--- src/design/bvpd_pkg.sv ---
// ----------------------------------------------------------------------------
// bvpd_pkg: shared definitions for the bitmap pixel decoder
// Widths, display mode codes, operation codes, register indexes and the
// stage payload type passed from the palette read stage to the decoder.
// ----------------------------------------------------------------------------
package bvpd_pkg;

    localparam int PIX_W     = 32;
    localparam int IDX_W     = 4;
    localparam int PAL_DEPTH = 16;
    localparam int NUM_PIX   = 4;
    localparam int CNT_W     = 3;
    localparam int MODE_W    = 3;
    localparam int C0_W      = 5;
    localparam int CFG_IDX_W = 1;

    // display modes (code 7 decodes as gray)
    localparam logic [MODE_W-1:0] MODE_4BPP    = 3'd0;
    localparam logic [MODE_W-1:0] MODE_2BPP    = 3'd1;
    localparam logic [MODE_W-1:0] MODE_4BPP_2B = 3'd2;
    localparam logic [MODE_W-1:0] MODE_RGB332  = 3'd3;
    localparam logic [MODE_W-1:0] MODE_YJK_PAL = 3'd4;
    localparam logic [MODE_W-1:0] MODE_YJK     = 3'd5;
    localparam logic [MODE_W-1:0] MODE_GRAY    = 3'd6;

    // operations
    localparam logic OP_PAL_WR = 1'b0;
    localparam logic OP_PIXEL  = 1'b1;

    // configuration register indexes
    localparam logic [CFG_IDX_W-1:0] CFG_MODE   = 1'd0;
    localparam logic [CFG_IDX_W-1:0] CFG_COLOR0 = 1'd1;

    localparam logic [C0_W-1:0]  COLOR0_RESET = 5'd16;
    localparam logic [PIX_W-1:0] GRAY_PIXEL   = 32'hFF80_8080;
    localparam logic [7:0]       ALPHA_OPAQUE = 8'hFF;

    localparam logic [CNT_W-1:0] CNT_TWO  = 3'd2;
    localparam logic [CNT_W-1:0] CNT_FOUR = 3'd4;

    typedef logic [NUM_PIX-1:0][PIX_W-1:0] t_pix_vec;
    typedef logic [NUM_PIX-1:0][IDX_W-1:0] t_idx_vec;
    typedef logic [NUM_PIX-1:0][7:0]       t_byte_vec;

    // payload held in the palette read stage
    typedef struct packed {
        logic [MODE_W-1:0] mode;
        t_byte_vec         bytes;
    } t_dec_in;

endpackage

--- src/design/bvpd_palette.sv ---
// ----------------------------------------------------------------------------
// bvpd_palette: 16-entry color table with one read lane per pixel
// One write port and four registered reads per cycle, so the four lookups
// of an item are registered at the same edge that takes it.
// ----------------------------------------------------------------------------
module bvpd_palette (
    input  logic                                 i_clk,
    input  logic                                 i_we,
    input  logic [bvpd_pkg::IDX_W-1:0]           i_waddr,
    input  logic [bvpd_pkg::PIX_W-1:0]           i_wdata,
    input  logic                                 i_re,
    input  bvpd_pkg::t_idx_vec                   i_raddr,
    output bvpd_pkg::t_pix_vec                   o_rdata
);

    logic [bvpd_pkg::PIX_W-1:0] r_mem [bvpd_pkg::PAL_DEPTH];
    bvpd_pkg::t_pix_vec         r_rdata;

    // single write port
    always_ff @(posedge i_clk) begin
        if (i_we) begin
            r_mem[i_waddr] <= i_wdata;
        end
    end

    // registered read, one address per lane
    always_ff @(posedge i_clk) begin
        if (i_re) begin
            for (int c = 0; c < bvpd_pkg::NUM_PIX; c++) begin
                r_rdata[c] <= r_mem[i_raddr[c]];
            end
        end
    end

    assign o_rdata = r_rdata;

endmodule

--- src/design/bvpd_decode.sv ---
// ----------------------------------------------------------------------------
// bvpd_decode: per-mode pixel formation
// Combines palette read data with direct RGB 3-3-2 and YJK conversion, or
// fills gray, and yields four RGBA pixels plus the pixel count.
// ----------------------------------------------------------------------------
module bvpd_decode (
    input  bvpd_pkg::t_dec_in              i_dec,
    input  bvpd_pkg::t_pix_vec             i_pal,
    output bvpd_pkg::t_pix_vec             o_pix,
    output logic [bvpd_pkg::CNT_W-1:0]     o_count
);

    // RGB 3-3-2 expansion: green 7..5, red 4..2, blue 1..0
    function automatic logic [31:0] rgb332(input logic [7:0] v);
        logic [2:0] r;
        logic [2:0] g;
        logic [1:0] b;
        r = v[4:2];
        g = v[7:5];
        b = v[1:0];
        return {bvpd_pkg::ALPHA_OPAQUE, {b, b, b, b}, {g, g, g[2:1]}, {r, r, r[2:1]}};
    endfunction

    // clamp an 8-bit two's complement value to 0..31
    function automatic logic [4:0] clamp8(input logic [7:0] v);
        logic [4:0] c;
        if (v[7]) c = 5'd0;
        else if (|v[6:5]) c = 5'd31;
        else c = v[4:0];
        return c;
    endfunction

    // one YJK pixel; j and k are 6-bit two's complement
    function automatic logic [31:0] yjk_pixel(input logic [7:0] p, input logic [5:0] j,
                                              input logic [5:0] k);
        logic [9:0] y10;
        logic [9:0] num;
        logic [7:0] rs;
        logic [7:0] gs;
        logic [4:0] r;
        logic [4:0] g;
        logic [4:0] b;
        y10 = {5'd0, p[7:3]};
        rs  = {3'd0, p[7:3]} + {{2{j[5]}}, j};
        gs  = {3'd0, p[7:3]} + {{2{k[5]}}, k};
        num = (y10 << 2) + y10 - ({{4{j[5]}}, j} << 1) - {{4{k[5]}}, k} + 10'd2;
        r = clamp8(rs);
        g = clamp8(gs);
        // negative numerators truncate to zero or below: both clamp to 0
        if (num[9]) b = 5'd0;
        else if (|num[8:7]) b = 5'd31;
        else b = num[6:2];
        return {bvpd_pkg::ALPHA_OPAQUE, {b, b[4:2]}, {g, g[4:2]}, {r, r[4:2]}};
    endfunction

    logic [5:0] w_k;
    logic [5:0] w_j;

    assign w_k = {i_dec.bytes[1][2:0], i_dec.bytes[0][2:0]};
    assign w_j = {i_dec.bytes[3][2:0], i_dec.bytes[2][2:0]};

    // mode select
    always_comb begin
        o_pix   = '0;
        o_count = bvpd_pkg::CNT_FOUR;
        unique case (i_dec.mode)
            bvpd_pkg::MODE_4BPP: begin
                o_pix[0] = i_pal[0];
                o_pix[1] = i_pal[1];
                o_count  = bvpd_pkg::CNT_TWO;
            end
            bvpd_pkg::MODE_2BPP, bvpd_pkg::MODE_4BPP_2B: begin
                o_pix = i_pal;
            end
            bvpd_pkg::MODE_RGB332: begin
                o_pix[0] = rgb332(i_dec.bytes[0]);
                o_pix[1] = rgb332(i_dec.bytes[1]);
                o_count  = bvpd_pkg::CNT_TWO;
            end
            bvpd_pkg::MODE_YJK_PAL: begin
                for (int n = 0; n < bvpd_pkg::NUM_PIX; n++) begin
                    o_pix[n] = i_dec.bytes[n][3] ? i_pal[n]
                                                 : yjk_pixel(i_dec.bytes[n], w_j, w_k);
                end
            end
            bvpd_pkg::MODE_YJK: begin
                for (int n = 0; n < bvpd_pkg::NUM_PIX; n++) begin
                    o_pix[n] = yjk_pixel(i_dec.bytes[n], w_j, w_k);
                end
            end
            default: begin
                for (int n = 0; n < bvpd_pkg::NUM_PIX; n++) begin
                    o_pix[n] = bvpd_pkg::GRAY_PIXEL;
                end
            end
        endcase
    end

endmodule

--- src/design/bitmap_vram_pixel_decoder_unit.sv ---
// ----------------------------------------------------------------------------
// bitmap_vram_pixel_decoder_unit: bitmap video-memory pixel decoder
// Turns byte groups into packed RGBA pixels under the selected display mode.
// ----------------------------------------------------------------------------
// Usage:
//   Input channel (i_in_valid / o_in_stall): operation 0 stores palette entry
//   i_palette_index with i_palette_color and gives no result; operation 1
//   carries four bytes and gives one result of two or four pixels.
//   Output channel (o_out_valid / i_out_stall): pixels 0..3 and the count;
//   unused pixel fields read zero.
//   Config channel (i_cfg_valid / o_cfg_ready, always ready): index 0 is the
//   display mode, index 1 the color-0 source. Write only while idle.
//   Flow: a data item is taken into the palette read stage, then decoded
//   into the result register, from which it is shown. One item per cycle
//   is sustained while the output is not stalled: the palette gives four
//   registered reads each cycle and the decode is one short logic pass.
//   Stall: a held result holds the read stage behind it; the input stalls
//   only when both stages are full and the output is stalled.
//   Reset: clears the pipeline valids, mode 0, no color-0 substitution.
//   Palette contents are not cleared and must be written before use.
// ----------------------------------------------------------------------------
module bitmap_vram_pixel_decoder_unit (
    input  logic                                i_clk,
    input  logic                                i_rst_n,
    // input channel
    input  logic                                i_in_valid,
    output logic                                o_in_stall,
    input  logic                                i_operation,
    input  logic [bvpd_pkg::IDX_W-1:0]          i_palette_index,
    input  logic [bvpd_pkg::PIX_W-1:0]          i_palette_color,
    input  logic [7:0]                          i_byte0,
    input  logic [7:0]                          i_byte1,
    input  logic [7:0]                          i_byte2,
    input  logic [7:0]                          i_byte3,
    // output channel
    output logic                                o_out_valid,
    input  logic                                i_out_stall,
    output logic [bvpd_pkg::PIX_W-1:0]          o_pixel0,
    output logic [bvpd_pkg::PIX_W-1:0]          o_pixel1,
    output logic [bvpd_pkg::PIX_W-1:0]          o_pixel2,
    output logic [bvpd_pkg::PIX_W-1:0]          o_pixel3,
    output logic [bvpd_pkg::CNT_W-1:0]          o_pixel_count,
    // configuration channel
    input  logic                                i_cfg_valid,
    output logic                                o_cfg_ready,
    input  logic [bvpd_pkg::CFG_IDX_W-1:0]      i_cfg_index,
    input  logic [bvpd_pkg::C0_W-1:0]           i_cfg_data
);

    logic [bvpd_pkg::MODE_W-1:0] r_mode;
    logic [bvpd_pkg::C0_W-1:0]   r_color0;
    logic                        r_s1_vld;
    bvpd_pkg::t_dec_in           r_s1;
    logic                        r_out_vld;
    bvpd_pkg::t_pix_vec          r_out_pix;
    logic [bvpd_pkg::CNT_W-1:0]  r_out_cnt;

    logic                        w_in_xfer;
    logic                        w_pix_xfer;
    logic                        w_pal_we;
    logic                        w_out_free;
    logic                        w_s1_adv;
    bvpd_pkg::t_byte_vec         w_bytes;
    bvpd_pkg::t_idx_vec          w_idx;
    bvpd_pkg::t_idx_vec          w_raddr;
    bvpd_pkg::t_pix_vec          w_pal;
    bvpd_pkg::t_pix_vec          w_pix;
    logic [bvpd_pkg::CNT_W-1:0]  w_cnt;

    // handshake
    assign w_out_free = !r_out_vld || !i_out_stall;
    assign w_s1_adv   = r_s1_vld && w_out_free;
    assign o_in_stall = r_s1_vld && !w_out_free;
    assign w_in_xfer  = i_in_valid && !o_in_stall;
    assign w_pix_xfer = w_in_xfer && (i_operation == bvpd_pkg::OP_PIXEL);
    assign w_pal_we   = w_in_xfer && (i_operation == bvpd_pkg::OP_PAL_WR);
    assign o_cfg_ready = 1'b1;

    assign w_bytes = {i_byte3, i_byte2, i_byte1, i_byte0};

    // configuration registers
    always_ff @(posedge i_clk) begin
        if (!i_rst_n) begin
            r_mode   <= bvpd_pkg::MODE_4BPP;
            r_color0 <= bvpd_pkg::COLOR0_RESET;
        end else if (i_cfg_valid && o_cfg_ready) begin
            unique case (i_cfg_index)
                bvpd_pkg::CFG_MODE:   r_mode   <= i_cfg_data[bvpd_pkg::MODE_W-1:0];
                bvpd_pkg::CFG_COLOR0: r_color0 <= i_cfg_data;
                default: ;
            endcase
        end
    end

    // palette index per lane for the current mode
    always_comb begin
        w_idx = '0;
        unique case (r_mode)
            bvpd_pkg::MODE_4BPP, bvpd_pkg::MODE_4BPP_2B: begin
                w_idx[0] = w_bytes[0][7:4];
                w_idx[1] = w_bytes[0][3:0];
                w_idx[2] = w_bytes[1][7:4];
                w_idx[3] = w_bytes[1][3:0];
            end
            bvpd_pkg::MODE_2BPP: begin
                w_idx[0] = {2'b00, w_bytes[0][7:6]};
                w_idx[1] = {2'b00, w_bytes[0][5:4]};
                w_idx[2] = {2'b00, w_bytes[0][3:2]};
                w_idx[3] = {2'b00, w_bytes[0][1:0]};
            end
            bvpd_pkg::MODE_YJK_PAL: begin
                for (int n = 0; n < bvpd_pkg::NUM_PIX; n++) begin
                    w_idx[n] = w_bytes[n][7:4];
                end
            end
            default: w_idx = '0;
        endcase
    end

    // color-0 substitution; source 16 and above means none
    always_comb begin
        for (int n = 0; n < bvpd_pkg::NUM_PIX; n++) begin
            if (w_idx[n] == '0 && !r_color0[bvpd_pkg::C0_W-1]) begin
                w_raddr[n] = r_color0[bvpd_pkg::IDX_W-1:0];
            end else begin
                w_raddr[n] = w_idx[n];
            end
        end
    end

    bvpd_palette u_palette (
        .i_clk   (i_clk),
        .i_we    (w_pal_we),
        .i_waddr (i_palette_index),
        .i_wdata (i_palette_color),
        .i_re    (w_pix_xfer),
        .i_raddr (w_raddr),
        .o_rdata (w_pal)
    );

    // palette read stage
    always_ff @(posedge i_clk) begin
        if (!i_rst_n) begin
            r_s1_vld <= 1'b0;
        end else if (w_pix_xfer) begin
            r_s1_vld <= 1'b1;
        end else if (w_s1_adv) begin
            r_s1_vld <= 1'b0;
        end
    end

    always_ff @(posedge i_clk) begin
        if (w_pix_xfer) begin
            r_s1.mode  <= r_mode;
            r_s1.bytes <= w_bytes;
        end
    end

    bvpd_decode u_decode (
        .i_dec   (r_s1),
        .i_pal   (w_pal),
        .o_pix   (w_pix),
        .o_count (w_cnt)
    );

    // result register
    always_ff @(posedge i_clk) begin
        if (!i_rst_n) begin
            r_out_vld <= 1'b0;
        end else if (w_s1_adv) begin
            r_out_vld <= 1'b1;
        end else if (!i_out_stall) begin
            r_out_vld <= 1'b0;
        end
    end

    always_ff @(posedge i_clk) begin
        if (w_s1_adv) begin
            r_out_pix <= w_pix;
            r_out_cnt <= w_cnt;
        end
    end

    assign o_out_valid   = r_out_vld;
    assign o_pixel0      = r_out_pix[0];
    assign o_pixel1      = r_out_pix[1];
    assign o_pixel2      = r_out_pix[2];
    assign o_pixel3      = r_out_pix[3];
    assign o_pixel_count = r_out_cnt;

`ifndef SYNTHESIS
    // a data transfer always lands in the read stage
    a_pix_to_s1: assert property (@(posedge i_clk) disable iff (!i_rst_n)
        w_pix_xfer |=> r_s1_vld)
        else $error("data transfer lost before read stage");

    // the input only stalls behind a full, blocked read stage
    a_stall_cause: assert property (@(posedge i_clk) disable iff (!i_rst_n)
        o_in_stall |-> (r_s1_vld && r_out_vld && i_out_stall))
        else $error("input stalled without backpressure");

    // a blocked read stage keeps its item
    a_s1_hold: assert property (@(posedge i_clk) disable iff (!i_rst_n)
        (r_s1_vld && !w_out_free) |=> (r_s1_vld && $stable(r_s1)))
        else $error("read stage item changed while blocked");

    // results count two or four pixels; two-pixel results carry zero in the unused lanes
    a_count_fill: assert property (@(posedge i_clk) disable iff (!i_rst_n)
        o_out_valid |-> ((o_pixel_count == bvpd_pkg::CNT_FOUR) ||
                         (o_pixel_count == bvpd_pkg::CNT_TWO && o_pixel2 == '0 &&
                          o_pixel3 == '0)))
        else $error("bad pixel count or unused lanes not zero");
`endif

endmodule
--- config.mk ---
export PLATFORM = sky130hd
export DESIGN_NAME = bitmap_vram_pixel_decoder_unit
export DESIGN_NICKNAME = d
export VERILOG_FILES = /design/src/design/bvpd_pkg.sv /design/src/design/bvpd_palette.sv /design/src/design/bvpd_decode.sv /design/src/design/bitmap_vram_pixel_decoder_unit.sv
export SDC_FILE = /design/constraint.sdc
export NUM_CORES = 2
export LEC_CHECK = 0
export BUFFER_PORTS_ARGS = -buffer_cell sky130_fd_sc_hd__buf_2
export CAP_MARGIN = 10
export CORE_MARGIN = 3
export CORE_UTILIZATION = 57
export DETAILED_ROUTE_END_ITERATION = 12
export PLACE_DENSITY = 0.86
export SLEW_MARGIN = 40
export SYNTH_ARGS = -nofsm -noshare
export SYNTH_HDL_FRONTEND = slang
export SYNTH_HIERARCHICAL = 1
export SYNTH_SLANG_ARGS = --single-unit
--- constraint.sdc ---
create_clock -name i_clk -period 41.1 [get_ports i_clk]
set_clock_uncertainty 0.05 [all_clocks]
set_input_delay 8.22 -clock i_clk [delete_from_list [all_inputs] [get_ports i_clk]]
set_output_delay 8.22 -clock i_clk [all_outputs]
set_load 0.05 [all_outputs]
==> load_flow_metrics.sql <==
INSERT INTO impl_metrics (metric_group, metric, value, unit) VALUES
('grt', 'number_of_global_route_vias_before_repair', '34369', ''),
('layout', 'finalNonFillerCells', '4299', ''),
('layout', 'utilization', '63.85', '%'),
('timing', 'worst_slew_margin_rel', '38.98', '%'),
('timing', 'finalCritPeriodShare', '41.89', '%'),
('clock_tree', 'cts_tree', 'done', ''),
('clock_tree', 'post_cts_hold_buffer_count', '0', ''),
('power', 'seq_power_share', '43.7', '%'),
('setup_path', 'worstPathBufferInverterCount', '2', ''),
('route', 'routed.top_layer', 'met5', ''),
('clock_tree', 'clock-root-buffer', 'clkbuf_16', ''),
('layout', 'regArea', '0.02440', 'mm2'),
('route', 'routedWlPerCell', '37.64', 'um'),
('power', 'worst_ir_drop_vdd', '0.03511', 'mV'),
('yosys', 'synthesis.area_per_instance', '15.81', 'um2'),
('timing', 'maxClockFrequency', '58.09', 'MHz'),
('placed_design', 'buffer_ports.inserted', '212', ''),
('setup_path', 'r2r-end', 'o_pixel2[18]', ''),
('clock_tree', 'cts_sinks', '816', ''),
('clock_tree', 'post_cts_setup_buffer_count', '0', ''),
('route', 'post_drt_via_cell_ratio', '8.115', ''),
('route', 'detailedRoute.firstPassIterationCount', '6', ''),
('clock_tree', 'clock_tree.htree_level_count', '3', ''),
('yosys', 'synthCells', '2994', ''),
('floorplan', 'std_cell_rows', '105', ''),
('setup_path', 'required_time_reported_for_the_critical_path_endpoint', '32830', 'ps'),
('layout', 'filler_cell_count', '5197', ''),
('placed_design', 'dp.cells', '4137', ''),
('clock_tree', 'cts_inserted_buffers', '80', ''),
('floorplan', 'core', '0.08211', 'mm2'),
('yosys', 'synth_seq_cells', '816', ''),
('clock_tree', 'cts.clk_slew.worst_paths', '60', 'ps'),
('flow_run', 'timing.max_cap.violations', '0', ''),
('timing', 'hold_violations', '0', ''),
('setup_path', 'cp_cell_sequence', 'buf_2, and3_1, buf_2', ''),
('grt', 'grt_antenna_before_repair', '29', ''),
('placed_design', 'gpl.final_weighted_congestion', '1.024', ''),
('setup_path', 'worst_setup_path_endpoint', 'o_in_stall', ''),
('floorplan', 'initial_core_util', '57.63', '%'),
('setup_path', 'arr_time_crit_path', '8950', 'ps'),
('yosys', 'synth.yosys.warnings', '6', ''),
('outcome', 'run_status', 'finished, final reports clean', ''),
('layout', 'multi_input_area', '0.02186', 'mm2'),
('placed_design', 'hpwlAfterDp', '93800', 'um'),
('clock_tree', 'clock_path_buffers', '3', ''),
('power', 'power.density_cell_area', '42.47', 'mW/mm2'),
('setup_path', 'timing.critical_path.slowest_stage_cell', 'buf_2', ''),
('setup_path', 'r2r-start', 'r_s1[1]', ''),
('yosys', 'synth_top_flop_cell', 'edfxtp_1', ''),
('min_path', 'timing.hold.worst.class', 'register to register', ''),
('timing', 'summed_negative_setup_slack_over_all_endpoints', '0', 'ps'),
('grt', 'grt_max_degree', '90', ''),
('grt', 'track_usage', '37.55', '%'),
('route', 'postRouteAntennaNets', '0', ''),
('timing', 'finalCriticalPeriod', '17220', 'ps'),
('power', 'p_switching', '0.6521', 'mW'),
('setup_path', 'critical_path.most_common_cell', 'buf_2', ''),
('floorplan', 'die-area', '0.08651', 'mm2'),
('power', 'power.internal', '1.574', 'mW'),
('yosys', 'syn-num-nets', '3223', ''),
('setup_path', 'timing.critical_path.depth', '3', ''),
('yosys', 'ys_seq_area_share', '51.57', '%'),
('setup_path', 'critPathLaunch', 'i_out_stall', ''),
('floorplan', 'die_width', '294.1', 'um'),
('setup_path', 'rrSetupSlack', '35880', 'ps'),
('route', 'drt-initial-drc-count', '6718', ''),
('layout', 'layout-drive-gt1-share', '31.15', '%'),
('yosys', 'synth-async-reset-ratio', '0', '%'),
('route', 'wl_met1', '46360', 'um'),
('route', 'wl_met3', '27420', 'um'),
('grt', 'grt_pass1_wl', '234800', 'um');
-- metrics by stage --
step | hold slack, ps | setup WS, ps | total power, mW | area, um2
2_1_floorplan | 395.0 | 22540 | 1.311 | 47320
3_3_place_gp | 428.4 | 23930 | 1.428 | 49520
3_5_place_dp | 440.1 | 23890 | 1.443 | 49640
4_1_cts | 448.7 | 23880 | 2.201 | 52330
5_1_grt | 473.6 | 23840 | 2.278 | 52410
6_report | 451.1 | 23880 | 2.226 | 52430
-- metal layers --
| layer | up-vias | GRT usage, % |
|---|---|---|
| met2 | 4062 | 57.62 |
| met4 | 32 | 25.67 |
| li1 | 12872 | - |
| met3 | 1182 | 15.12 |
| met5 | - | 0.2772 |
| met1 | 16738 | 43.57 |
-- Yosys cell counts (49+ instances only) --
| cell type | n | area [um2] |
|---|---|---|
| nor2_1 | 56 | 210.2 |
| a22oi_1 | 264 | 1982 |
| mux4_2 | 512 | 11530 |
| a21o_1 | 65 | 488.0 |
| edfxtp_1 | 806 | 24200 |
| o21ai_0 | 63 | 315.3 |
| a21oi_1 | 87 | 435.4 |
| nor2b_1 | 49 | 306.5 |
| ha_1 | 105 | 1314 |
| inv_1 | 91 | 341.6 |
| clkbuf_1 | 79 | 296.5 |
| nand2_1 | 239 | 897.1 |
-- worst min-delay path, cell delays in order (launching register included) --
cell and delay, ps:
dfxtp_1 330, nand2_1 60, a21boi_0 70
-- registers in the layout, indices dropped and copies added, names as in the netlist, 5 cells and up --
name,flops
r_s1,35
r_color0,5
u_palette/o_rdata,128
o_pixel1,32
u_palette/r_mem,512
o_pixel3,32
o_pixel0,32
o_pixel2,32
-- how the worst min path moves through the flow --
| stage | startpoint | endpoint | slack [ps] | cells past startpoint |
|---|---|---|---|---|
| after floorplan | r_mode[2] | r_s1[34] | 400 | 0 |
| after global placement | r_color0[0] | r_color0[0] | 430 | 2 |
| after detailed placement | r_color0[3] | r_color0[3] | 440 | 2 |
| after CTS | r_color0[3] | r_color0[3] | 450 | 2 |
| after global routing | r_color0[0] | r_color0[0] | 470 | 2 |
| final | r_color0[3] | r_color0[3] | 450 | 2 |
-- cells by family (layout without fill, tap and decap cells) --
kind of cell / count (synthesis) / count (layout) / synth area share (%)
adders and majority gates: 149 / 149 / 4.638
xor gates and xnor gates: 40 / 40 / 0.7403
and+or+nand+nor: 502 / 502 / 5.209
DFF: 816 / 816 / 51.57
muxes: 524 / 524 / 24.65
other: 2 / 18 / 0.01587
buffers and inverters: 305 / 524 / 3.012
AOI/OAI and AO/OA: 656 / 656 / 10.17
-- placed cells by master, fill, tap and decap left out, drive strengths merged, types with 16 or more instances in the layout --
cell type    n
a21o        65
a21oi       89
a221o       38
a22oi      264
buf        285
clkbuf      95
clkinv      30
diode       16
edfxtp     806
fa          44
ha         105
inv         98
mux4       512
nand2      241
nand2b      42
nand3       28
nor2        57
nor2b       49
o211ai      17
o21ai       68
xnor2       18
xor2        22
-- power by group through the flow --
stage | Sequential (mW) | Clock (mW) | Combinational (mW)
CTS | 0.970 | 0.764 | 0.467
detailed placement | 0.987 | 0 | 0.456
floorplan | 0.996 | 0 | 0.315
global placement | 0.985 | 0 | 0.444
finish | 0.973 | 0.767 | 0.487
global route | 0.972 | 0.797 | 0.508
-- final cells by class --
cell class | instances | area share (%)
repair buffers | 285 | 3.329
multi-input cells | 1873 | 41.70
flip-flops and latches | 816 | 46.55
clock inverters | 50 | 1.196
diodes | 16 | 0.07637
clock buffers | 95 | 3.926
inverters | 94 | 0.6730
well taps | 1070 | 2.553
Power figures use the tool's default switching activity.
